===== config.mk =====
export PLATFORM = sky130hd
export DESIGN_NAME = block_sad_early_exit_core
export DESIGN_NICKNAME = d
export VERILOG_FILES = /design/src/rtl/bsee_pkg.sv /design/src/rtl/bsee_cfg.sv /design/src/rtl/bsee_in_reg.sv /design/src/rtl/bsee_accum.sv /design/src/rtl/block_sad_early_exit_core.sv
export SDC_FILE = /design/constraint.sdc
export NUM_CORES = 1
export LEC_CHECK = 0
export BUFFER_PORTS_ARGS = -buffer_cell sky130_fd_sc_hd__buf_2
export CELL_PAD_IN_SITES_DETAIL_PLACEMENT = 0
export CELL_PAD_IN_SITES_GLOBAL_PLACEMENT = 1
export CORE_AREA = 2 2 179 181
export DETAILED_ROUTE_END_ITERATION = 12
export DIE_AREA = 0 0 181 183
export PLACE_DENSITY = 0.63
export SETUP_SLACK_MARGIN = 0.2
export SKIP_CTS_REPAIR_TIMING = 1
export SYNTH_ARGS = -nofsm -noshare
export SYNTH_HDL_FRONTEND = slang
export SYNTH_SLANG_ARGS = --single-unit

===== constraint.sdc =====
create_clock -name clk_i -period 8.5 [get_ports clk_i]
set_clock_uncertainty 0.05 [all_clocks]
set_input_delay 1.275 -clock clk_i [delete_from_list [all_inputs] [get_ports clk_i]]
set_output_delay 1.275 -clock clk_i [all_outputs]
set_load 0.01 [all_outputs]

===== src/rtl/bsee_pkg.sv =====
// shared types and constants for the block sad early exit core
`default_nettype none

package bsee_pkg;

  // field widths
  localparam int unsigned PIX_W  = 8;
  localparam int unsigned SUM_W  = 22;
  localparam int unsigned BS_W   = 7;
  localparam int unsigned BPP_W  = 3;

  // saturation limit of the running sum
  localparam logic [SUM_W-1:0] SUM_MAX = {SUM_W{1'b1}};

  // register reset values
  localparam logic [BS_W-1:0]  BS_RESET  = 7'd32;
  localparam logic [BPP_W-1:0] BPP_RESET = 3'd1;

  // register indexes, byte address bit 2
  localparam logic REG_BLOCK_SIZE = 1'b0;
  localparam logic REG_BPP        = 1'b1;

  // raw configuration as written
  typedef struct packed {
    logic [BS_W-1:0]  block_size;
    logic [BPP_W-1:0] bytes_per_pixel;
  } cfg_t;

  // one registered input item
  typedef struct packed {
    logic [PIX_W-1:0] pixel_a;
    logic [PIX_W-1:0] pixel_b;
    logic [SUM_W-1:0] threshold;
  } item_t;

endpackage

`default_nettype wire


===== src/rtl/bsee_cfg.sv =====
// configuration registers behind the apb-style port
`default_nettype none

module bsee_cfg (
  input  wire logic        clk_i,
  input  wire logic        rst_ni,
  input  wire logic        psel,
  input  wire logic        penable,
  input  wire logic        pwrite,
  input  wire logic [2:0]  paddr,
  input  wire logic [31:0] pwdata,
  output logic      [31:0] prdata,
  output logic             pready,
  output bsee_pkg::cfg_t   cfg_o
);
  import bsee_pkg::*;

  cfg_t cfg_q, cfg_d;
  logic wr_en;

  assign pready = 1'b1;
  assign wr_en  = psel & penable & pwrite;

  // register write decode
  always_comb begin
    cfg_d = cfg_q;
    if (wr_en) begin
      case (paddr[2])
        REG_BLOCK_SIZE: cfg_d.block_size      = pwdata[BS_W-1:0];
        REG_BPP:        cfg_d.bytes_per_pixel = pwdata[BPP_W-1:0];
        default:        cfg_d = cfg_q;
      endcase
    end
  end

  always_ff @(posedge clk_i or negedge rst_ni) begin
    if (!rst_ni) begin
      cfg_q.block_size      <= BS_RESET;
      cfg_q.bytes_per_pixel <= BPP_RESET;
    end else begin
      cfg_q <= cfg_d;
    end
  end

  // read back
  always_comb begin
    case (paddr[2])
      REG_BLOCK_SIZE: prdata = {{(32-BS_W){1'b0}}, cfg_q.block_size};
      REG_BPP:        prdata = {{(32-BPP_W){1'b0}}, cfg_q.bytes_per_pixel};
      default:        prdata = '0;
    endcase
  end

  assign cfg_o = cfg_q;

endmodule

`default_nettype wire


===== src/rtl/bsee_in_reg.sv =====
// input register stage for incoming byte pairs
`default_nettype none

module bsee_in_reg (
  input  wire logic                        clk_i,
  input  wire logic                        rst_ni,
  input  wire logic                        in_valid_i,
  output logic                             in_stall_o,
  input  wire logic [bsee_pkg::PIX_W-1:0]  pixel_a_i,
  input  wire logic [bsee_pkg::PIX_W-1:0]  pixel_b_i,
  input  wire logic [bsee_pkg::SUM_W-1:0]  threshold_i,
  input  wire logic                        advance_i,
  output logic                             item_valid_o,
  output bsee_pkg::item_t                  item_o
);
  import bsee_pkg::*;

  logic  valid_q, valid_d;
  item_t item_q;

  // hold while full and the next stage cannot take the item
  assign in_stall_o = valid_q & ~advance_i;

  always_comb begin
    valid_d = valid_q;
    if (!in_stall_o) begin
      valid_d = in_valid_i;
    end
  end

  always_ff @(posedge clk_i or negedge rst_ni) begin
    if (!rst_ni) begin
      valid_q <= 1'b0;
    end else begin
      valid_q <= valid_d;
    end
  end

  // payload, no reset
  always_ff @(posedge clk_i) begin
    if (in_valid_i && !in_stall_o) begin
      item_q.pixel_a   <= pixel_a_i;
      item_q.pixel_b   <= pixel_b_i;
      item_q.threshold <= threshold_i;
    end
  end

  assign item_valid_o = valid_q;
  assign item_o       = item_q;

endmodule

`default_nettype wire


===== src/rtl/bsee_accum.sv =====
// sad accumulator with row and block counters and result register
`default_nettype none

module bsee_accum #(
  parameter int unsigned MAX_BLOCK = 64,
  parameter int unsigned MAX_BPP   = 4
) (
  input  wire logic                        clk_i,
  input  wire logic                        rst_ni,
  input  wire bsee_pkg::cfg_t              cfg_i,
  input  wire logic                        item_valid_i,
  input  wire bsee_pkg::item_t             item_i,
  output logic                             advance_o,
  output logic                             out_valid_o,
  input  wire logic                        out_stall_i,
  output logic [bsee_pkg::SUM_W-1:0]       sad_sum_o,
  output logic                             early_exit_o
);
  import bsee_pkg::*;

  localparam int unsigned RW  = $clog2(MAX_BLOCK + 1);
  localparam int unsigned PW  = $clog2(MAX_BPP + 1);
  localparam int unsigned LW  = $clog2(MAX_BLOCK * MAX_BPP + 1);
  localparam int unsigned BW  = $clog2(MAX_BLOCK * MAX_BPP);
  localparam int unsigned RIW = $clog2(MAX_BLOCK);

  logic [SUM_W-1:0] sum_q, sum_d;
  logic [BW-1:0]    byte_q, byte_d;
  logic [RIW-1:0]   row_q, row_d;
  logic             exited_q, exited_d;

  logic             out_valid_q, out_valid_d;
  logic [SUM_W-1:0] out_sum_q, res_sum;
  logic             out_ee_q, res_ee;
  logic             res_valid;

  logic [RW-1:0]    rows;
  logic [PW-1:0]    bpp;
  logic [LW-1:0]    row_len;
  logic [PIX_W-1:0] diff;
  logic [SUM_W:0]   sum_wide;
  logic [SUM_W-1:0] sum_add;
  logic             fire, row_end, last_row;

  // effective geometry with out-of-range values clamped
  always_comb begin
    if (cfg_i.block_size == '0) begin
      rows = RW'(1);
    end else if (32'(cfg_i.block_size) > MAX_BLOCK) begin
      rows = RW'(MAX_BLOCK);
    end else begin
      rows = RW'(cfg_i.block_size);
    end
    if (cfg_i.bytes_per_pixel == '0) begin
      bpp = PW'(1);
    end else if (32'(cfg_i.bytes_per_pixel) > MAX_BPP) begin
      bpp = PW'(MAX_BPP);
    end else begin
      bpp = PW'(cfg_i.bytes_per_pixel);
    end
  end

  assign row_len = LW'(rows * bpp);

  // pipeline moves when the result register is free or being taken
  assign advance_o = ~out_valid_q | ~out_stall_i;
  assign fire      = item_valid_i & advance_o;

  // absolute difference and saturating add
  assign diff     = (item_i.pixel_a > item_i.pixel_b) ? (item_i.pixel_a - item_i.pixel_b)
                                                      : (item_i.pixel_b - item_i.pixel_a);
  assign sum_wide = {1'b0, sum_q} + {{(SUM_W+1-PIX_W){1'b0}}, diff};
  always_comb begin
    if (exited_q) begin
      sum_add = sum_q;
    end else if (sum_wide[SUM_W]) begin
      sum_add = SUM_MAX;
    end else begin
      sum_add = sum_wide[SUM_W-1:0];
    end
  end

  assign row_end  = (32'(byte_q) + 32'd1) >= 32'(row_len);
  assign last_row = (32'(row_q) + 32'd1) >= 32'(rows);

  // counter, flag and result decisions for one item
  always_comb begin
    sum_d     = sum_q;
    byte_d    = byte_q;
    row_d     = row_q;
    exited_d  = exited_q;
    res_valid = 1'b0;
    res_sum   = sum_add;
    res_ee    = 1'b0;
    if (fire) begin
      if (!row_end) begin
        byte_d = byte_q + BW'(1);
        sum_d  = sum_add;
      end else if (last_row) begin
        res_valid = ~exited_q;
        sum_d     = '0;
        byte_d    = '0;
        row_d     = '0;
        exited_d  = 1'b0;
      end else begin
        byte_d = '0;
        row_d  = row_q + RIW'(1);
        sum_d  = sum_add;
        if (!exited_q && (sum_add > item_i.threshold)) begin
          exited_d  = 1'b1;
          res_valid = 1'b1;
          res_ee    = 1'b1;
        end
      end
    end
  end

  // output register handshake
  always_comb begin
    out_valid_d = out_valid_q;
    if (fire) begin
      out_valid_d = res_valid;
    end else if (!out_stall_i) begin
      out_valid_d = 1'b0;
    end
  end

  always_ff @(posedge clk_i or negedge rst_ni) begin
    if (!rst_ni) begin
      sum_q       <= '0;
      byte_q      <= '0;
      row_q       <= '0;
      exited_q    <= 1'b0;
      out_valid_q <= 1'b0;
    end else begin
      sum_q       <= sum_d;
      byte_q      <= byte_d;
      row_q       <= row_d;
      exited_q    <= exited_d;
      out_valid_q <= out_valid_d;
    end
  end

  // result payload, no reset
  always_ff @(posedge clk_i) begin
    if (fire && res_valid) begin
      out_sum_q <= res_sum;
      out_ee_q  <= res_ee;
    end
  end

  assign out_valid_o  = out_valid_q;
  assign sad_sum_o    = out_sum_q;
  assign early_exit_o = out_ee_q;

endmodule

`default_nettype wire


===== src/rtl/block_sad_early_exit_core.sv =====
// top level of the block sad early exit core
//
// byte pairs (pixel_a, pixel_b) of a reference and a candidate block enter
// in row order on the input channel together with the early exit threshold;
// the result channel carries sad_sum and early_exit. both channels use
// valid/stall and an item moves when valid is high and stall is low.
// block_size and bytes_per_pixel are set over the apb-style port at byte
// addresses 0 and 4; write them only while the core is idle.
// one item is taken every cycle while in_stall_o is low; the item that causes
// a result passes the input register and the sum update, and the result is
// held in the result register. at most one result per block: an early exit at
// a row end, or the total after the last row.
// reset clears the counters, the running sum and both valid flags and loads
// block_size 32 and bytes_per_pixel 1. while the receiver stalls the result
// holds; an empty input register takes one more item, then stall is raised.
`default_nettype none

module block_sad_early_exit_core #(
  parameter int unsigned MAX_BLOCK = 64,
  parameter int unsigned MAX_BPP   = 4
) (
  input  wire logic                        clk_i,
  input  wire logic                        rst_ni,
  input  wire logic                        psel,
  input  wire logic                        penable,
  input  wire logic                        pwrite,
  input  wire logic [2:0]                  paddr,
  input  wire logic [31:0]                 pwdata,
  output logic      [31:0]                 prdata,
  output logic                             pready,
  input  wire logic                        in_valid_i,
  output logic                             in_stall_o,
  input  wire logic [bsee_pkg::PIX_W-1:0]  pixel_a_i,
  input  wire logic [bsee_pkg::PIX_W-1:0]  pixel_b_i,
  input  wire logic [bsee_pkg::SUM_W-1:0]  threshold_i,
  output logic                             out_valid_o,
  input  wire logic                        out_stall_i,
  output logic [bsee_pkg::SUM_W-1:0]       sad_sum_o,
  output logic                             early_exit_o
);
  import bsee_pkg::*;

  cfg_t  cfg;
  item_t item;
  logic  item_valid;
  logic  advance;

  // configuration registers
  bsee_cfg u_cfg (
    .clk_i   (clk_i),
    .rst_ni  (rst_ni),
    .psel    (psel),
    .penable (penable),
    .pwrite  (pwrite),
    .paddr   (paddr),
    .pwdata  (pwdata),
    .prdata  (prdata),
    .pready  (pready),
    .cfg_o   (cfg)
  );

  // input register
  bsee_in_reg u_in_reg (
    .clk_i        (clk_i),
    .rst_ni       (rst_ni),
    .in_valid_i   (in_valid_i),
    .in_stall_o   (in_stall_o),
    .pixel_a_i    (pixel_a_i),
    .pixel_b_i    (pixel_b_i),
    .threshold_i  (threshold_i),
    .advance_i    (advance),
    .item_valid_o (item_valid),
    .item_o       (item)
  );

  // accumulator and result register
  bsee_accum #(
    .MAX_BLOCK (MAX_BLOCK),
    .MAX_BPP   (MAX_BPP)
  ) u_accum (
    .clk_i        (clk_i),
    .rst_ni       (rst_ni),
    .cfg_i        (cfg),
    .item_valid_i (item_valid),
    .item_i       (item),
    .advance_o    (advance),
    .out_valid_o  (out_valid_o),
    .out_stall_i  (out_stall_i),
    .sad_sum_o    (sad_sum_o),
    .early_exit_o (early_exit_o)
  );

endmodule

`default_nettype wire


# [After elaboration in Yosys (flattened, before gate mapping)]
# Index checks and enable logic that the tools add are counted.
[word_totals] input_bits=80 word_cells=73 reg_bits=110 output_inout_bits=58
[op_classes] n_addsub=7 n_reduce_logical=13 multipliers=1 bitwise_logic=12 order_cmp=6 eq_ne=1 n_mux=20
[op_table] op="2-to-1 mux 22 bit" n=4
[op_table] op="case mux 32 bit (2 select lines)" n=1
[op_table] op=">= comparator 32 x 7 -> 1 bit" n=1
[op_table] op=">= comparator 32 x 9 -> 1 bit" n=1
[op_table] op="adder 22 x 8 -> 23 bit" n=1
[op_table] op="> comparator 22 bit" n=1
[op_table] op="2-to-1 mux 8 bit" n=2
[op_table] op="subtractor 8 bit" n=2
[op_table] op="2-to-1 mux 7 bit" n=2
[op_table] op="adder 8 x 1 -> 9 bit (second input constant)" n=1
[op_table] op="multiplier 7 x 3 -> 9 bit" n=1
[op_table] op="adder 8 x 1 -> 8 bit (second input constant)" n=1
[op_table] op="> comparator 8 bit" n=1
[op_table] op="2-to-1 mux 1 bit" n=8
[op_table] op="adder 6 x 1 -> 7 bit (second input constant)" n=1
[op_table] op="> comparator 7 bit (second input constant)" n=1
[op_table] op="zero test 7 bit" n=1
[op_table] op="NOT 1 bit" n=7
[op_table] op="adder 6 x 1 -> 6 bit (second input constant)" n=1
[op_table] op="2-to-1 mux 3 bit" n=2
[op_table] op="2-to-1 mux 6 bit" n=1
[op_table] op="AND reduction 2 bit" n=3
[op_table] op="bitwise AND 1 bit" n=4
[op_table] op="> comparator 3 bit (second input constant)" n=1
[op_table] op="8 further kinds" n=11

# [Longest topological paths before layout]
[depth] ltp_word=12 depth_mapped=26 ltp_nobuf=24

# [Cells and area by module]
# Synthesis repeated with hierarchy kept, for this count alone.
[unflattened] cells_unflattened=734 area_unflattened_um2=7418.4
[by_module_without_submodules] mod="bsee_accum" cells_per_inst=633 seq_area_each_um2=1641.6 instances=1 area_per_inst_um2=5541.6
[by_module_without_submodules] mod="bsee_in_reg" cells_per_inst=43 seq_area_each_um2=1166.1 instances=1 area_per_inst_um2=1198.6
[by_module_without_submodules] mod="bsee_cfg" cells_per_inst=58 seq_area_each_um2=252.7 instances=1 area_per_inst_um2=678.2

# [Worst setup path before layout]
# OpenSTA, ideal clock, no wires.
[synth_path] path_type="reg-to-reg" startpoint="register u_in_reg.item_q, in the netlist u_in_reg.item_o[30]" endpoint="register u_accum.out_ee_q (netlist: u_accum.early_exit_o), enable pin" stages_incl_launch_ff=25 period_less_slack_ps=7061 path_slack_ps=1439 arrival_ps=6576 n_path_buf=1 t_required_ps=8015 setup_ps=435 cell_sequence="edfxtp_1 > inv_1 > ha_1 > inv_1 > fa_1 > nand3_1 > a21boi_2 > o21ai_4 > mux2_4 > a211oi_2 > xnor2_1 > ha_1 > buf_2 > a21o_1 > o311ai_4 > nor2_4 > or4_1 > o211a_1 > ha_1 > nand4_1 > nor4_1 > o21ai_0 > a31oi_1 > a211oi_1 > o21ai_0"
[synth_via] elab_chain_cells=12 word_cells_on_any_way=14 cone_classes="3 x add/sub; 2 x order compare; 7 x mux; 2 x reduce/logical"
[synth_rtl] item="from (decl)" line="bsee_in_reg.sv:19" rtl="item_t item_q;"
[synth_rtl] item="subtractor 8 bit (tied with other cells)" line="bsee_accum.sv:71" rtl=": (item_i.pixel_b - item_i.pixel_a);"
[synth_rtl] item="2-to-1 mux 8 bit (*)" line="bsee_accum.sv:70" rtl="assign diff = (item_i.pixel_a > item_i.pixel_b) ? (item_i.pixel_a - item_i.pixel_b)"
[synth_rtl] item="adder 22 x 8 -> 23 bit (*)" line="bsee_accum.sv:72" rtl="assign sum_wide = {1'b0, sum_q} + {{(SUM_W+1-PIX_W){1'b0}}, diff};"
[synth_rtl] item="2-to-1 mux 22 bit (*)" line="bsee_accum.sv:76" rtl="end else if (sum_wide[SUM_W]) begin"
[synth_rtl] item="2-to-1 mux 22 bit (*)" line="bsee_accum.sv:74" rtl="if (exited_q) begin"
[synth_rtl] item="net u_accum.res_sum[13]" line="bsee_accum.sv:33" rtl="logic [SUM_W-1:0] out_sum_q, res_sum;"
[synth_rtl] item="> comparator 22 bit (*)" line="bsee_accum.sv:109" rtl="if (!exited_q && (sum_add > item_i.threshold)) begin"
[synth_rtl] item="logical AND 1 bit (*)" line="bsee_accum.sv:109"
[synth_rtl] item="2-to-1 mux 1 bit (*)" line="bsee_accum.sv:109"
[synth_rtl] item="2-to-1 mux 1 bit (*)" line="bsee_accum.sv:99" rtl="end else if (last_row) begin"
[synth_rtl] item="2-to-1 mux 1 bit (*)" line="bsee_accum.sv:96" rtl="if (!row_end) begin"
[synth_rtl] item="2-to-1 mux 1 bit (*)" line="bsee_accum.sv:95" rtl="if (fire) begin"
[synth_rtl] item="logical AND 1 bit (*)" line="bsee_accum.sv:146" rtl="if (fire && res_valid) begin"
[synth_rtl] item="to (signal assigned)" line="bsee_accum.sv:148" rtl="out_ee_q <= res_ee;"
[synth_rtl] item="to (decl)" line="bsee_accum.sv:34" rtl="logic out_ee_q, res_ee;"
# The timed path passes the listed nets; every way through them passes the cells marked *.
# A chain may end at the register's enable or synchronous reset.

# [Final worst setup path]
[layout_path] startpoint="register u_in_reg.item_q, in the netlist u_in_reg.item_o[30]" endpoint="register u_accum.out_sum_q[11] (netlist: u_accum.sad_sum_o[11]), enable pin"
[layout_via] elab_chain_cells=12 word_cells_on_any_way=14 cone_classes="3 x add/sub; 2 x order compare; 7 x mux; 2 x reduce/logical"
[layout_rtl] item="subtractor 8 bit (tied with other cells)" line="bsee_accum.sv:71"
[layout_rtl] item="2-to-1 mux 8 bit (*)" line="bsee_accum.sv:70"
[layout_rtl] item="adder 22 x 8 -> 23 bit (*)" line="bsee_accum.sv:72"
[layout_rtl] item="2-to-1 mux 22 bit (*)" line="bsee_accum.sv:76"
[layout_rtl] item="2-to-1 mux 22 bit (*)" line="bsee_accum.sv:74"
[layout_rtl] item="net u_accum.res_sum[19]" line="bsee_accum.sv:33"
[layout_rtl] item="> comparator 22 bit (*)" line="bsee_accum.sv:109"
[layout_rtl] item="logical AND 1 bit (*)" line="bsee_accum.sv:109"
[layout_rtl] item="2-to-1 mux 1 bit (*)" line="bsee_accum.sv:109"
[layout_rtl] item="2-to-1 mux 1 bit (*)" line="bsee_accum.sv:99"
[layout_rtl] item="2-to-1 mux 1 bit (*)" line="bsee_accum.sv:96"
[layout_rtl] item="2-to-1 mux 1 bit (*)" line="bsee_accum.sv:95"
[layout_rtl] item="logical AND 1 bit (*)" line="bsee_accum.sv:146"
[layout_rtl] item="to (signal assigned)" line="bsee_accum.sv:147" rtl="out_sum_q <= res_sum;"
[layout_rtl] item="to (decl)" line="bsee_accum.sv:33"
# Marks and branches as above.

==> results by group <==
Cells and area
  – Synth-to-Final Area Change: 13.9%
  – Design area: 0.00880 mm²
  – Most frequent cells in the layout: buf_2 (84), inv_1 (83), ha_1 (71), nand2_1 (63), edfxtp_1 (61)
  – Nets: 1018
  – Antenna cells: 0
  – Layout cells sized above 1: 16.9%
  – Fin util: between 20% and 30%
  – Commonest non-fill, non-tap cell in the layout: buf_2
  – Fillers: 3346
  – Final std cells w/o fill: roughly 1300

Yosys
  – Top cells by area, synth: edfxtp_1 (24%), dfrtp_1 (15%), ha_1 (12%)
  – Number of flops mapped to enable cells by yosys: 61
  – Warnings from Yosys: 0
  – Post-Syn Area: 0.00772 mm²
  – FF+latch count, synth: between 100 and 150
  – Main synth FF type: edfxtp_1
  – Synth unique cells: 75
  – Yosys top cell by area: edfxtp_1
  – Sequential area share after synthesis: 39.6%
  – Syn Area/Cell: 9.82 µm²
  – Post-synth top area share: around a quarter
  – FFs w/ async S/R, synth: 44.5%
  – Post-Syn Instances: around 790

Detailed routing
  – # DRC: 0
  – Initial DRC Count: around 250
  – Met2 wire len: approximately 8400 µm
  – DR pass1 iterations: 4
  – Routed Wire Length: 18200 µm
  – M1 WL: 8970 µm
  – Vias: 5733
  – Vias per cell: 4.53
  – Top routing layer in use: met4
  – Wire length on met3: 610 µm
  – Routed Antenna Nets: 0
  – Drt wl/cell: approximately 14 µm

Clocking
  – H-tree depth: 3
  – Worst-Skew Late Latency: 0.37 ns
  – CTS Root Cell: clkbuf_16
  – # clock sinks: 110
  – TritonCTS Buffers: 9
  – CTS tree: built
  – Clock buffer depth: 2
  – Clk slew on worst S/H paths: 0.08 ns

Pwr
  – Sw Share: 43.4%
  – Part of the power in registers: between 30% and 40%
  – Clock share of power: 18.5%
  – P_leak: just under 4 nW
  – P_sw: 0.00108 W
  – Int Pwr: 0.00141 W
  – Comb pwr share: 49.9%
  – Pwr/cell area: about 280 mW/mm²
  – Max rail drop VDD: 0.151 mV

Run status
  – Outcome: finished clean

Global route
  – Number of global-route vias before repair: 5569
  – All-Layer GR Usage: 11.2%
  – Largest net degree at the start of global routing: 50
  – First-pass GRT wire length: 29500 µm
  – Antenna violations before repair: 0
  – Total gr overflow: 0

Floorplanning
  – Core area: 0.0312 mm²
  – Initial Util: 24.7%
  – # rows: 65
  – Die Height: 183 µm
  – Chip Width: approximately 180 µm
  – Die area: 0.0331 mm²
  – IO Count: 138

Setup path
  – Critical path capture point type: register
  – Critical path class: register to register
  – Startpoint Class: register
  – Worst EP required: 8.50 ns
  – CP max FO: 22
  – Worst EP arrival: 6.75 ns

Place
  – DP HPWL: 13400 µm
  – Port Buffers: 84
  – Routability Congestion: about 0.77
  – Placed Cells: 1249
  – Placed cell areas: around 0.0085 mm²

Timing
  – Fmax: 0.148 GHz
  – Final setup vio count: 0
  – Total Negative Setup Slacks: 0 ns
  – Final Slew Violations: 0
  – RSZ-0062 raised after global routing: false
  – Slew @ Worst Pin: approximately 1.1 ns
  – Final hold vios: 0
  – Worst Hold Slack: 0.463 ns
  – Fin crit period: 6.76 ns
  – Worst rel slew slack: 29.5%
  – Fin crit share: 79.5%

Run
  – Max_cap viols: 0

Min path
  – HP Class: register to register
synthesized netlist by cell type (4+ instances only):
| library cell | instances |
|---|---|
| nor4_1 | 5 |
| o21a_1 | 6 |
| o21ai_1 | 7 |
| edfxtp_1 | 61 |
| o211ai_1 | 12 |
| mux2_2 | 14 |
| nor2b_1 | 12 |
| nor2_1 | 31 |
| nand2_1 | 63 |
| buf_2 | 9 |
| a21oi_1 | 35 |
| fa_1 | 9 |
| dfrtp_1 | 47 |
| nand4_1 | 8 |
| o221ai_1 | 7 |
| buf_4 | 26 |
| ha_1 | 71 |
| o211a_1 | 4 |
| nor3_1 | 19 |
| and3_1 | 17 |
| o31ai_1 | 4 |
| mux2i_1 | 5 |
| o21bai_1 | 4 |
| xnor2_1 | 25 |
| o21ai_0 | 33 |
| nand2b_1 | 11 |
| clkbuf_1 | 18 |
| a31oi_1 | 4 |
| a21o_1 | 15 |
| nand3_1 | 20 |
| a211oi_1 | 21 |
| inv_1 | 83 |
| and2_1 | 11 |
| xor2_1 | 9 |
routing by layer:
layer  vias to the layer above  global-route usage [%]
li1                       2913                       -
met1                      2699                    14.9
met2                       106                    18.5
met3                        15                    2.36
met4                         0                    3.25
met5                         -                       0
flip-flops by register name, summed over array words and instances (netlist names):
register and cells:
u_accum.exited_q 1, u_accum.row_q 6, u_cfg.cfg_o 10, u_accum.sum_q 22, u_in_reg.item_o 38, u_accum.sad_sum_o 22
u_accum.early_exit_o 1, u_accum.out_valid_o 1, u_accum.byte_q 8, u_in_reg.item_valid_o 1
cell families (layout without fill, tap and decap cells):
kind of cell | count (synthesis) | after routing | synth area share, %
and+or+nand+nor | 215 | 215 | 14.2
AOI/OAI and AO/OA | 185 | 185 | 17.1
buffers and inverters | 138 | 191 | 8.12
DFF | 110 | 110 | 39.6
adders and majority gates | 80 | 80 | 13.8
xor gates and xnor gates | 34 | 34 | 3.86
muxes | 22 | 22 | 3.18
other | 2 | 26 | 0.0973
critical path, cell delays in order, from the launching register on:
cell and delay, ns:
edfxtp_1 0.39, inv_1 0.07, ha_1 0.15, inv_1 0.05
fa_1 0.38, nand3_1 0.17, a21boi_2 0.10, o21ai_4 0.31
mux2_1 0.38, and2_1 0.17, a211oi_2 0.28, ha_1 0.39
a21o_1 0.12, a21oi_1 0.08, nor3b_1 0.56, o211a_1 0.31
xnor2_1 0.14, nand2_1 0.10, ha_1 0.33, nand4_1 0.22
nor4_1 0.51, o21ai_0 0.16, a31oi_1 0.23, a211oi_1 0.18
o21ai_2 0.22, buf_4 0.35
cell type report:
class                      count  area (µm²)  area share, %
multi-input combinational    562        4130           47.0
sequential                   110        3060           34.8
tap                          402         503           5.72
timing repair buffer          91         473           5.38
inverter                      84         315           3.58
clock buffer                   9         225           2.56
clock inverter                 7        86.3          0.982
per-stage QoR:
stage,total power (W),worst slack [ns]
2_1_floorplan,0.00173,1.44
3_3_place_gp,0.00204,1.60
3_5_place_dp,0.00205,1.57
4_1_cts,0.00253,1.52
5_1_grt,0.00273,1.11
6_report,0.00249,1.74
path summary, 6_finish.rpt:
path                                     start                     to  slack (ns)  cells past startpoint
hold reg to reg              u_accum.byte_q[7]      u_accum.byte_q[7]        0.46                      2
setup / recovery           u_in_reg.item_o[30]  u_accum.sad_sum_o[11]        1.74                     25
setup reg to reg           u_in_reg.item_o[30]  u_accum.sad_sum_o[11]        1.74                     25
min in group asynchronous               rst_ni         u_cfg.cfg_o[2]        0.99                      2
hold / removal               u_accum.byte_q[7]      u_accum.byte_q[7]        0.46                      2
max in group asynchronous               rst_ni       u_accum.sum_q[3]        6.91                      2
power by group through the flow:
stage	Clock [W]	Combinational [W]	Sequential, W
2_1_floorplan	0	0.000971	0.000761
3_3_place_gp	0	0.00124	0.000798
3_5_place_dp	0	0.00125	0.000799
4_1_cts	0.000481	0.00126	0.000789
5_1_grt	0.000500	0.00142	0.000806
6_report	0.000461	0.00124	0.000788
Power figures use the tool's default switching activity.
